File: src/hw/rtl/assert_macros.svh
// Assertion macros shared by the RTL of the media packet header parser.
// Expects signals named clk and rst in the scope where a macro is used.
`ifndef ASSERT_MACROS_SVH
`define ASSERT_MACROS_SVH

// Check that a condition holds at every clock edge outside reset.
`define MPHP_ASSERT_ALWAYS(lbl, cond, msg) \
  lbl: assert property (@(posedge clk) disable iff (rst) (cond)) else $error(msg);

// Check that a condition in one cycle implies another in the cycle after.
`define MPHP_ASSERT_NEXT(lbl, ante, cons, msg) \
  lbl: assert property (@(posedge clk) disable iff (rst) (ante) |=> (cons)) else $error(msg);

`endif

File: src/hw/rtl/mphp_pkg.sv
// Package for the media packet header parser: parse phases, state and result
// types, and the field size helpers. Depends on nothing.
package mphp_pkg;

  typedef enum logic [8:0] {
    PH_IDLE  = 9'b0_0000_0001,
    PH_SKIP  = 9'b0_0000_0010,
    PH_LTYPE = 9'b0_0000_0100,
    PH_PROP  = 9'b0_0000_1000,
    PH_PLEN  = 9'b0_0001_0000,
    PH_SEQ   = 9'b0_0010_0000,
    PH_PAD   = 9'b0_0100_0000,
    PH_SEND  = 9'b0_1000_0000,
    PH_DUR   = 9'b1_0000_0000
  } phase_t;

  localparam logic [2:0] SIZE_OF_TYPE [4] = '{3'd0, 3'd1, 3'd2, 3'd4};
  localparam logic [2:0] SEND_SIZE = 3'd4;
  localparam logic [2:0] DUR_SIZE  = 3'd2;
  localparam logic [5:0] COUNT_MAX = 6'd63;

  typedef struct packed {
    phase_t      phase;
    logic [3:0]  left;
    logic [7:0]  ecc;
    logic [7:0]  lflags;
    logic [7:0]  pflags;
    logic [31:0] plen;
    logic [31:0] seq;
    logic [31:0] pad;
    logic [31:0] send;
    logic [15:0] dur;
    logic [5:0]  count;
  } parse_state_t;

  typedef struct packed {
    logic [5:0]  header_bytes;
    logic [15:0] duration;
    logic [31:0] send_ms;
    logic [31:0] pad_len;
    logic [31:0] sequence_value;
    logic [31:0] pkt_len;
    logic [7:0]  prop_flags;
    logic [7:0]  length_flags;
    logic [7:0]  ecc_flags;
  } header_result_t;

  typedef struct packed {
    phase_t     phase;
    logic [3:0] left;
  } field_entry_t;

  // Byte count of a field phase under the given length-type byte.
  function automatic logic [2:0] field_size(phase_t ph, logic [7:0] lf);
    logic [2:0] sz;
    sz = 3'd0;
    case (ph)
      PH_PLEN: sz = SIZE_OF_TYPE[lf[6:5]];
      PH_SEQ:  sz = SIZE_OF_TYPE[lf[2:1]];
      PH_PAD:  sz = SIZE_OF_TYPE[lf[4:3]];
      PH_SEND: sz = SEND_SIZE;
      PH_DUR:  sz = DUR_SIZE;
      default: sz = 3'd0;
    endcase
    return sz;
  endfunction

  // Phase that follows a field phase.
  function automatic phase_t following_field(phase_t ph);
    phase_t nx;
    nx = PH_IDLE;
    unique case (ph)
      PH_PLEN: nx = PH_SEQ;
      PH_SEQ:  nx = PH_PAD;
      PH_PAD:  nx = PH_SEND;
      PH_SEND: nx = PH_DUR;
      default: nx = PH_IDLE;
    endcase
    return nx;
  endfunction

  // First field at or after ph that carries bytes; send time always does.
  function automatic field_entry_t enter_field(phase_t ph, logic [7:0] lf);
    field_entry_t e;
    logic         from_plen;
    logic         from_seq;
    logic         from_pad;
    from_plen = (ph == PH_PLEN);
    from_seq  = from_plen || (ph == PH_SEQ);
    from_pad  = from_seq || (ph == PH_PAD);
    if (from_plen && field_size(PH_PLEN, lf) != 3'd0) begin
      e.phase = PH_PLEN;
    end else if (from_seq && field_size(PH_SEQ, lf) != 3'd0) begin
      e.phase = PH_SEQ;
    end else if (from_pad && field_size(PH_PAD, lf) != 3'd0) begin
      e.phase = PH_PAD;
    end else if (ph == PH_DUR) begin
      e.phase = PH_DUR;
    end else begin
      e.phase = PH_SEND;
    end
    e.left = {1'b0, field_size(e.phase, lf)};
    return e;
  endfunction

endpackage

File: src/hw/rtl/mphp_step.sv
// Next-state logic of the header parser for one byte, and the header result
// when that byte completes it. Depends on mphp_pkg.
module mphp_step
  import mphp_pkg::*;
(
  input  parse_state_t   st,
  input  logic [7:0]     data_byte,
  input  logic           first_of_packet,
  output parse_state_t   st_next,
  output logic           done,
  output header_result_t result
);

  logic [2:0]   cur_size;
  logic [1:0]   pos;
  logic [31:0]  lane;
  logic [3:0]   left_dec;
  field_entry_t entry;

  assign cur_size = field_size(st.phase, st.lflags);
  assign pos      = 2'(cur_size - st.left[2:0]);
  assign lane     = 32'(data_byte) << {pos, 3'b000};
  assign left_dec = st.left - 4'd1;

  always_comb begin
    st_next = st;
    done    = 1'b0;
    entry   = enter_field(PH_PLEN, st.lflags);
    if (first_of_packet) begin
      // Restart: clear every field, take this byte as the ECC flags
      st_next.ecc    = data_byte;
      st_next.lflags = '0;
      st_next.pflags = '0;
      st_next.plen   = '0;
      st_next.seq    = '0;
      st_next.pad    = '0;
      st_next.send   = '0;
      st_next.dur    = '0;
      st_next.count  = 6'd1;
      if (data_byte[7] && data_byte[3:0] != 4'd0) begin
        st_next.phase = PH_SKIP;
        st_next.left  = data_byte[3:0];
      end else begin
        st_next.phase = PH_LTYPE;
        st_next.left  = '0;
      end
    end else if (st.phase != PH_IDLE) begin
      if (st.count < COUNT_MAX) st_next.count = st.count + 6'd1;
      unique case (st.phase)
        PH_SKIP: begin
          st_next.left = left_dec;
          if (left_dec == 4'd0) st_next.phase = PH_LTYPE;
        end
        PH_LTYPE: begin
          st_next.lflags = data_byte;
          st_next.phase  = PH_PROP;
        end
        PH_PROP: begin
          st_next.pflags = data_byte;
          entry          = enter_field(PH_PLEN, st.lflags);
          st_next.phase  = entry.phase;
          st_next.left   = entry.left;
        end
        PH_PLEN, PH_SEQ, PH_PAD, PH_SEND, PH_DUR: begin
          unique case (st.phase)
            PH_PLEN: st_next.plen = st.plen | lane;
            PH_SEQ:  st_next.seq  = st.seq | lane;
            PH_PAD:  st_next.pad  = st.pad | lane;
            PH_SEND: st_next.send = st.send | lane;
            default: st_next.dur  = st.dur | (16'(data_byte) << {pos[0], 3'b000});
          endcase
          st_next.left = left_dec;
          if (left_dec == 4'd0) begin
            if (st.phase == PH_DUR) begin
              done          = 1'b1;
              st_next.phase = PH_IDLE;
            end else begin
              entry         = enter_field(following_field(st.phase), st.lflags);
              st_next.phase = entry.phase;
              st_next.left  = entry.left;
            end
          end
        end
        default: st_next.phase = PH_IDLE;
      endcase
    end
  end

  assign result.ecc_flags      = st_next.ecc;
  assign result.length_flags   = st_next.lflags;
  assign result.prop_flags     = st_next.pflags;
  assign result.pkt_len        = st_next.plen;
  assign result.sequence_value = st_next.seq;
  assign result.pad_len        = st_next.pad;
  assign result.send_ms        = st_next.send;
  assign result.duration       = st_next.dur;
  assign result.header_bytes   = st_next.count;

endmodule

File: src/hw/rtl/media_packet_header_parser_core.sv
// Top level of the media packet header parser: parse state register, output
// register and assertions. Depends on mphp_pkg, mphp_step and assert_macros.svh.
`include "assert_macros.svh"

// Packet bytes stream in on the slave side, one per transaction, with tuser
// set on the first byte of a packet; that byte restarts the parse whatever
// was in progress. The header layout is the ECC flag byte (plus an optional
// skip of up to 15 bytes given by its low nibble), the length-type byte, the
// property byte, the packet length, sequence and padding fields of 0, 1, 2 or
// 4 little-endian bytes each, a 4-byte send time and a 2-byte duration. The
// transaction that carries the last duration byte yields one result on the
// master side: every field plus the header length in bytes. Bytes outside a
// header are consumed and dropped. The block takes one byte per cycle: the
// parse state advances in a single register update per byte, and the result
// sits in an output register so later bytes keep flowing while it waits.
// Input stalls only while the parse waits for the last duration byte and the
// previous result is still held by the downstream side. m_tvalid rises in the
// cycle after the last duration byte is accepted.
module media_packet_header_parser_core
  import mphp_pkg::*;
(
  input  logic         clk,
  input  logic         rst,
  input  logic         s_tvalid,
  output logic         s_tready,
  input  logic [7:0]   s_tdata,  // [7:0] data_byte
  input  logic         s_tuser,  // [0] first_of_packet
  output logic         m_tvalid,
  input  logic         m_tready,
  output logic [175:0] m_tdata   // [7:0] ecc_flags, [15:8] length_flags,
                                 // [23:16] prop_flags, [55:24] pkt_len,
                                 // [87:56] sequence_value, [119:88] pad_len,
                                 // [151:120] send_ms, [167:152] duration,
                                 // [173:168] header_bytes, [175:174] zero
);

  parse_state_t   st;
  parse_state_t   st_next;
  logic           step_done;
  header_result_t step_result;
  header_result_t result;
  logic           s_accept;
  logic           may_finish;
  logic           load_result;
  logic           needs_left;

  mphp_step u_step (
    .st              (st),
    .data_byte       (s_tdata),
    .first_of_packet (s_tuser),
    .st_next         (st_next),
    .done            (step_done),
    .result          (step_result)
  );

  // A byte can only complete a header on the final duration byte; hold input
  // then if the output register cannot take a new result.
  assign may_finish  = (st.phase == PH_DUR) && (st.left == 4'd1);
  assign s_tready    = !m_tvalid || m_tready || !may_finish;
  assign s_accept    = s_tvalid && s_tready;
  assign load_result = s_accept && step_done;
  // Skip and field phases count bytes down; the others hold no count
  assign needs_left  = !(st.phase == PH_IDLE || st.phase == PH_LTYPE ||
                         st.phase == PH_PROP);

  // Parse state: advance on every accepted transaction
  always_ff @(posedge clk) begin
    if (rst) begin
      st.phase  <= PH_IDLE;
      st.left   <= '0;
      st.ecc    <= '0;
      st.lflags <= '0;
      st.pflags <= '0;
      st.plen   <= '0;
      st.seq    <= '0;
      st.pad    <= '0;
      st.send   <= '0;
      st.dur    <= '0;
      st.count  <= '0;
    end else if (s_accept) begin
      st <= st_next;
    end
  end

  // Output register: load on a finished header, drop once taken downstream
  always_ff @(posedge clk) begin
    if (rst) begin
      m_tvalid <= 1'b0;
    end else if (load_result) begin
      m_tvalid <= 1'b1;
    end else if (m_tready) begin
      m_tvalid <= 1'b0;
    end
  end

  always_ff @(posedge clk) begin
    if (load_result) result <= step_result;
  end

  assign m_tdata = {2'b00,
                    result.header_bytes,
                    result.duration,
                    result.send_ms,
                    result.pad_len,
                    result.sequence_value,
                    result.pkt_len,
                    result.prop_flags,
                    result.length_flags,
                    result.ecc_flags};

  // A finished header must never land on a result still waiting downstream
  `MPHP_ASSERT_ALWAYS(a_no_overwrite, !load_result || !m_tvalid || m_tready, "result overwritten")
  // A finished header shows up on the master side in the next cycle
  `MPHP_ASSERT_NEXT(a_result_shown, load_result, m_tvalid, "finished header not presented")
  // Skip and field phases always have bytes left to take
  `MPHP_ASSERT_ALWAYS(a_left_nonzero, !needs_left || st.left != 4'd0, "no bytes left in field")

endmodule
File: config.mk
export PLATFORM = sky130hd
export DESIGN_NAME = media_packet_header_parser_core
export DESIGN_NICKNAME = d
export VERILOG_FILES = /design/src/hw/rtl/mphp_pkg.sv /design/src/hw/rtl/mphp_step.sv /design/src/hw/rtl/media_packet_header_parser_core.sv
export VERILOG_INCLUDE_DIRS = /design/src /design/src/hw/rtl
export SDC_FILE = /design/constraint.sdc
export NUM_CORES = 1
export LEC_CHECK = 0
export ABC_AREA = 1
export BUFFER_PORTS_ARGS = -buffer_cell sky130_fd_sc_hd__buf_2
export CORE_AREA = 4 4 180 182
export DETAILED_ROUTE_END_ITERATION = 10
export DIE_AREA = 0 0 184 186
export GPL_ROUTABILITY_DRIVEN = 0
export PLACE_DENSITY = 0.68
export SLEW_MARGIN = 20
export SYNTH_ARGS = -nofsm -noshare
export SYNTH_HDL_FRONTEND = slang
export SYNTH_SLANG_ARGS = --single-unit
File: constraint.sdc
create_clock -name clk -period 70.9 [get_ports clk]
set_input_delay 14.18 -clock clk [delete_from_list [all_inputs] [get_ports clk]]
set_output_delay 14.18 -clock clk [all_outputs]
set_load 0.005 [all_outputs]
==> results.json <==
{
  "postSynthCellCount": 1795,
  "grt_max_degree": 176,
  "powerDensity_nw_per_um2": 25.22,
  "drive_gt1_share_pct": 14.31,
  "place_area_sq_um": 16610,
  "track_usage_pct": 23.11,
  "clk_pin_slew_ns": 0.06,
  "netlist_top_cells_area": "edfxtp_1 (34%), dfxtp_1 (24%), nand2_1 (10%)",
  "crit_chain": "buf_2, inv_1, nand2_1, nor4_1, nand2_1, buf_2",
  "synth_edf_count": 174,
  "num_vias": 12593,
  "yosysWarnings": 0,
  "first_pass_iters": 6,
  "synth_common_cells": "nand2_1 (416), inv_1 (290), a21oi_1 (192), dfxtp_1 (188), edfxtp_1 (174)",
  "worst-setup-path-type": "in2out",
  "setup_tns_ns": 0,
  "synth-main-ff-cell": "dfxtp_1",
  "port_buffers": 188,
  "grt_pass1_vias": 11562,
  "ctsRootBufferMaster": "clkbuf_16",
  "drv_slew": 0,
  "relSlewSlack_pct": 30.22,
  "worstMarginPinSlew_ns": 1.046,
  "synth.distinct_cells": 38,
  "ant_nets": 0,
  "hold_viol": 0,
  "cp-start-kind": "input pin",
  "status": "complete, no violations",
  "diodes": 0,
  "vdd_drop_max_mv": 0.01607,
  "cts_buffer_depth": 3,
  "syn_avg_cell_area_sq_um": 8.642,
  "cts.hold.buffers_added": 0,
  "antenna_found_initial": 0,
  "core-area_sq_um": 30590,
  "final_core_util_pct": 58.15,
  "clk_latency_ns": 0.52,
  "synth_top_area_cell": "edfxtp_1",
  "post-route-min-period_ns": 29.10,
  "dieArea_sq_um": 34220,
  "hpwl_microns": 25940,
  "vias_per_cell": 5.354,
  "cp.arrival_ns": 14.92,
  "yosysTopAreaCellShare_pct": 33.68,
  "io_pins": 191,
  "die_w_microns": 184,
  "routed_wire_length_per_instance_microns": 17.47,
  "syn2layout_area_growth_pct": 14.66,
  "path_max_fanout": 2,
  "overflow": 0,
  "rows": 64,
  "fin_nets": 1945,
  "grt_pass1_wl_microns": 62820,
  "synth-seq-cells": 362,
  "start_util_pct": 50.71,
  "post-route-period-util_pct": 41.05,
  "drc": 0,
  "synth_most_common_cell": "nand2_1",
  "cts_resized": 0,
  "fin_ws_ns": 41.80,
  "tritoncts": "built",
  "required_ns": 56.72,
  "final_cell_area_sq_um": 17790,
  "cpPeakStageDelay_ns": 0.21,
  "cap_violations": 0,
  "ys_async_sr_fraction_pct": 0,
  "rsz0062_at_grt": "no",
  "numCtsBuffers": 36,
  "post-cts-setup-buffers": 0,
  "critPathSlowestCell": "nor4_1",
  "syn-cell-area_sq_um": 15510,
  "drt-total-wl_microns": 41100,
  "cts_htree_levels": 2,
  "finalClockSkew_ns": 0.008524,
  "place_ws_ns": 41.77,
  "max_freq_mhz": 34.36,
  "cp-end-kind": "output pin",
  "die_h_microns": 186,
  "holdWs_ns": 0.4604,
  "worstHoldPathType": "reg2reg",
  "clkSinkCount": 362,
  "leakage_uw": 0.007984,
  "ys_seq_area_share_pct": 57.94,
  "setup_viol": 0,
  "drt_iter0_drc": 1303
}
[final cells by class]
class                      count  area, sq um
clock inverter                14        106.4
tap                          396        495.5
inverter                     296         1119
multi-input combinational   1036         4990
sequential                   362         8989
clock buffer                  52         1075
timing repair buffer         196         1013
fill                        2731        12800
[cell usage in the layout (no fill, tap or decap), types with 17 or more instances in the layout]
master / netlist / routed
o32ai_1: 17 / 17
nor2_1: 81 / 80
nand2_1: 416 / 415
a211oi_1: 17 / 17
o21ai_0: 172 / 172
dfxtp_1: 188 / 188
inv_1: 290 / 288
buf_2: 15 / 188
nand3_1: 26 / 26
clkbuf_16: 0 / 39
a21oi_1: 192 / 192
o21bai_1: 61 / 61
edfxtp_1: 174 / 174
[state kept, by name, indices dropped and copies added (netlist names)]
signal / flops
m_tdata: 174
m_tvalid: 1
st: 187
[cells by family (layout without fill, tap and decap cells)]
logic type	after synthesis	in the layout	share of synthesized area, %
buffers and inverters	398	558	9.985
adder cells (fa/ha/maj)	4	4	0.3226
AND/OR/NAND/NOR	557	557	14.63
AO/OA/AOI/OAI	470	470	16.92
other	1	2	0.02417
XOR/XNOR	3	3	0.1694
flip-flops	362	362	57.94
[power breakdown]
group          total (uW)  internal [uW]  switching [uW]  leakage [uW]
sequential            226            224            2.64       0.00316
combinational        31.6           8.76            22.9       0.00425
clock                 191            110            81.0      0.000577
total                 449            342             106       0.00798
[worst max-delay path, delay by kind of cell]
kind / cells / cell delay [ns]
buffers and inverters: 3 / 0.29
and+or+nand+nor: 3 / 0.44
[through the flow]
step	std cells	total power, uW
after floorplan	1796	253.7
after global placement	2286	260.7
after detailed placement	2286	261.9
after CTS	2352	451.4
after global routing	2352	465.2
final	2352	448.6
[final timing paths]
path | to | slack (ns) | start | cells after the start
max reg2reg | st[95]$_SDFFE_PP0P_ | 66.72 | st[181]$_SDFFE_PP0P_ | 15
min | st[10]$_SDFFE_PP0P_ | 0.46 | st[10]$_SDFFE_PP0P_ | 2
min reg2reg | st[10]$_SDFFE_PP0P_ | 0.46 | st[10]$_SDFFE_PP0P_ | 2
max | s_tready | 41.80 | m_tready | 6
[layer usage]
layer / up-vias / track usage [%] / routed length [microns]
met3: 105 / 3.557 / 3121
met2: 485 / 36.12 / 18630
met5: - / 0 / 0
li1: 6095 / - / -
met4: 0 / 9.346 / 1698
met1: 5908 / 32.48 / 17650
Note: power is estimated with default switching activity, not from simulation.
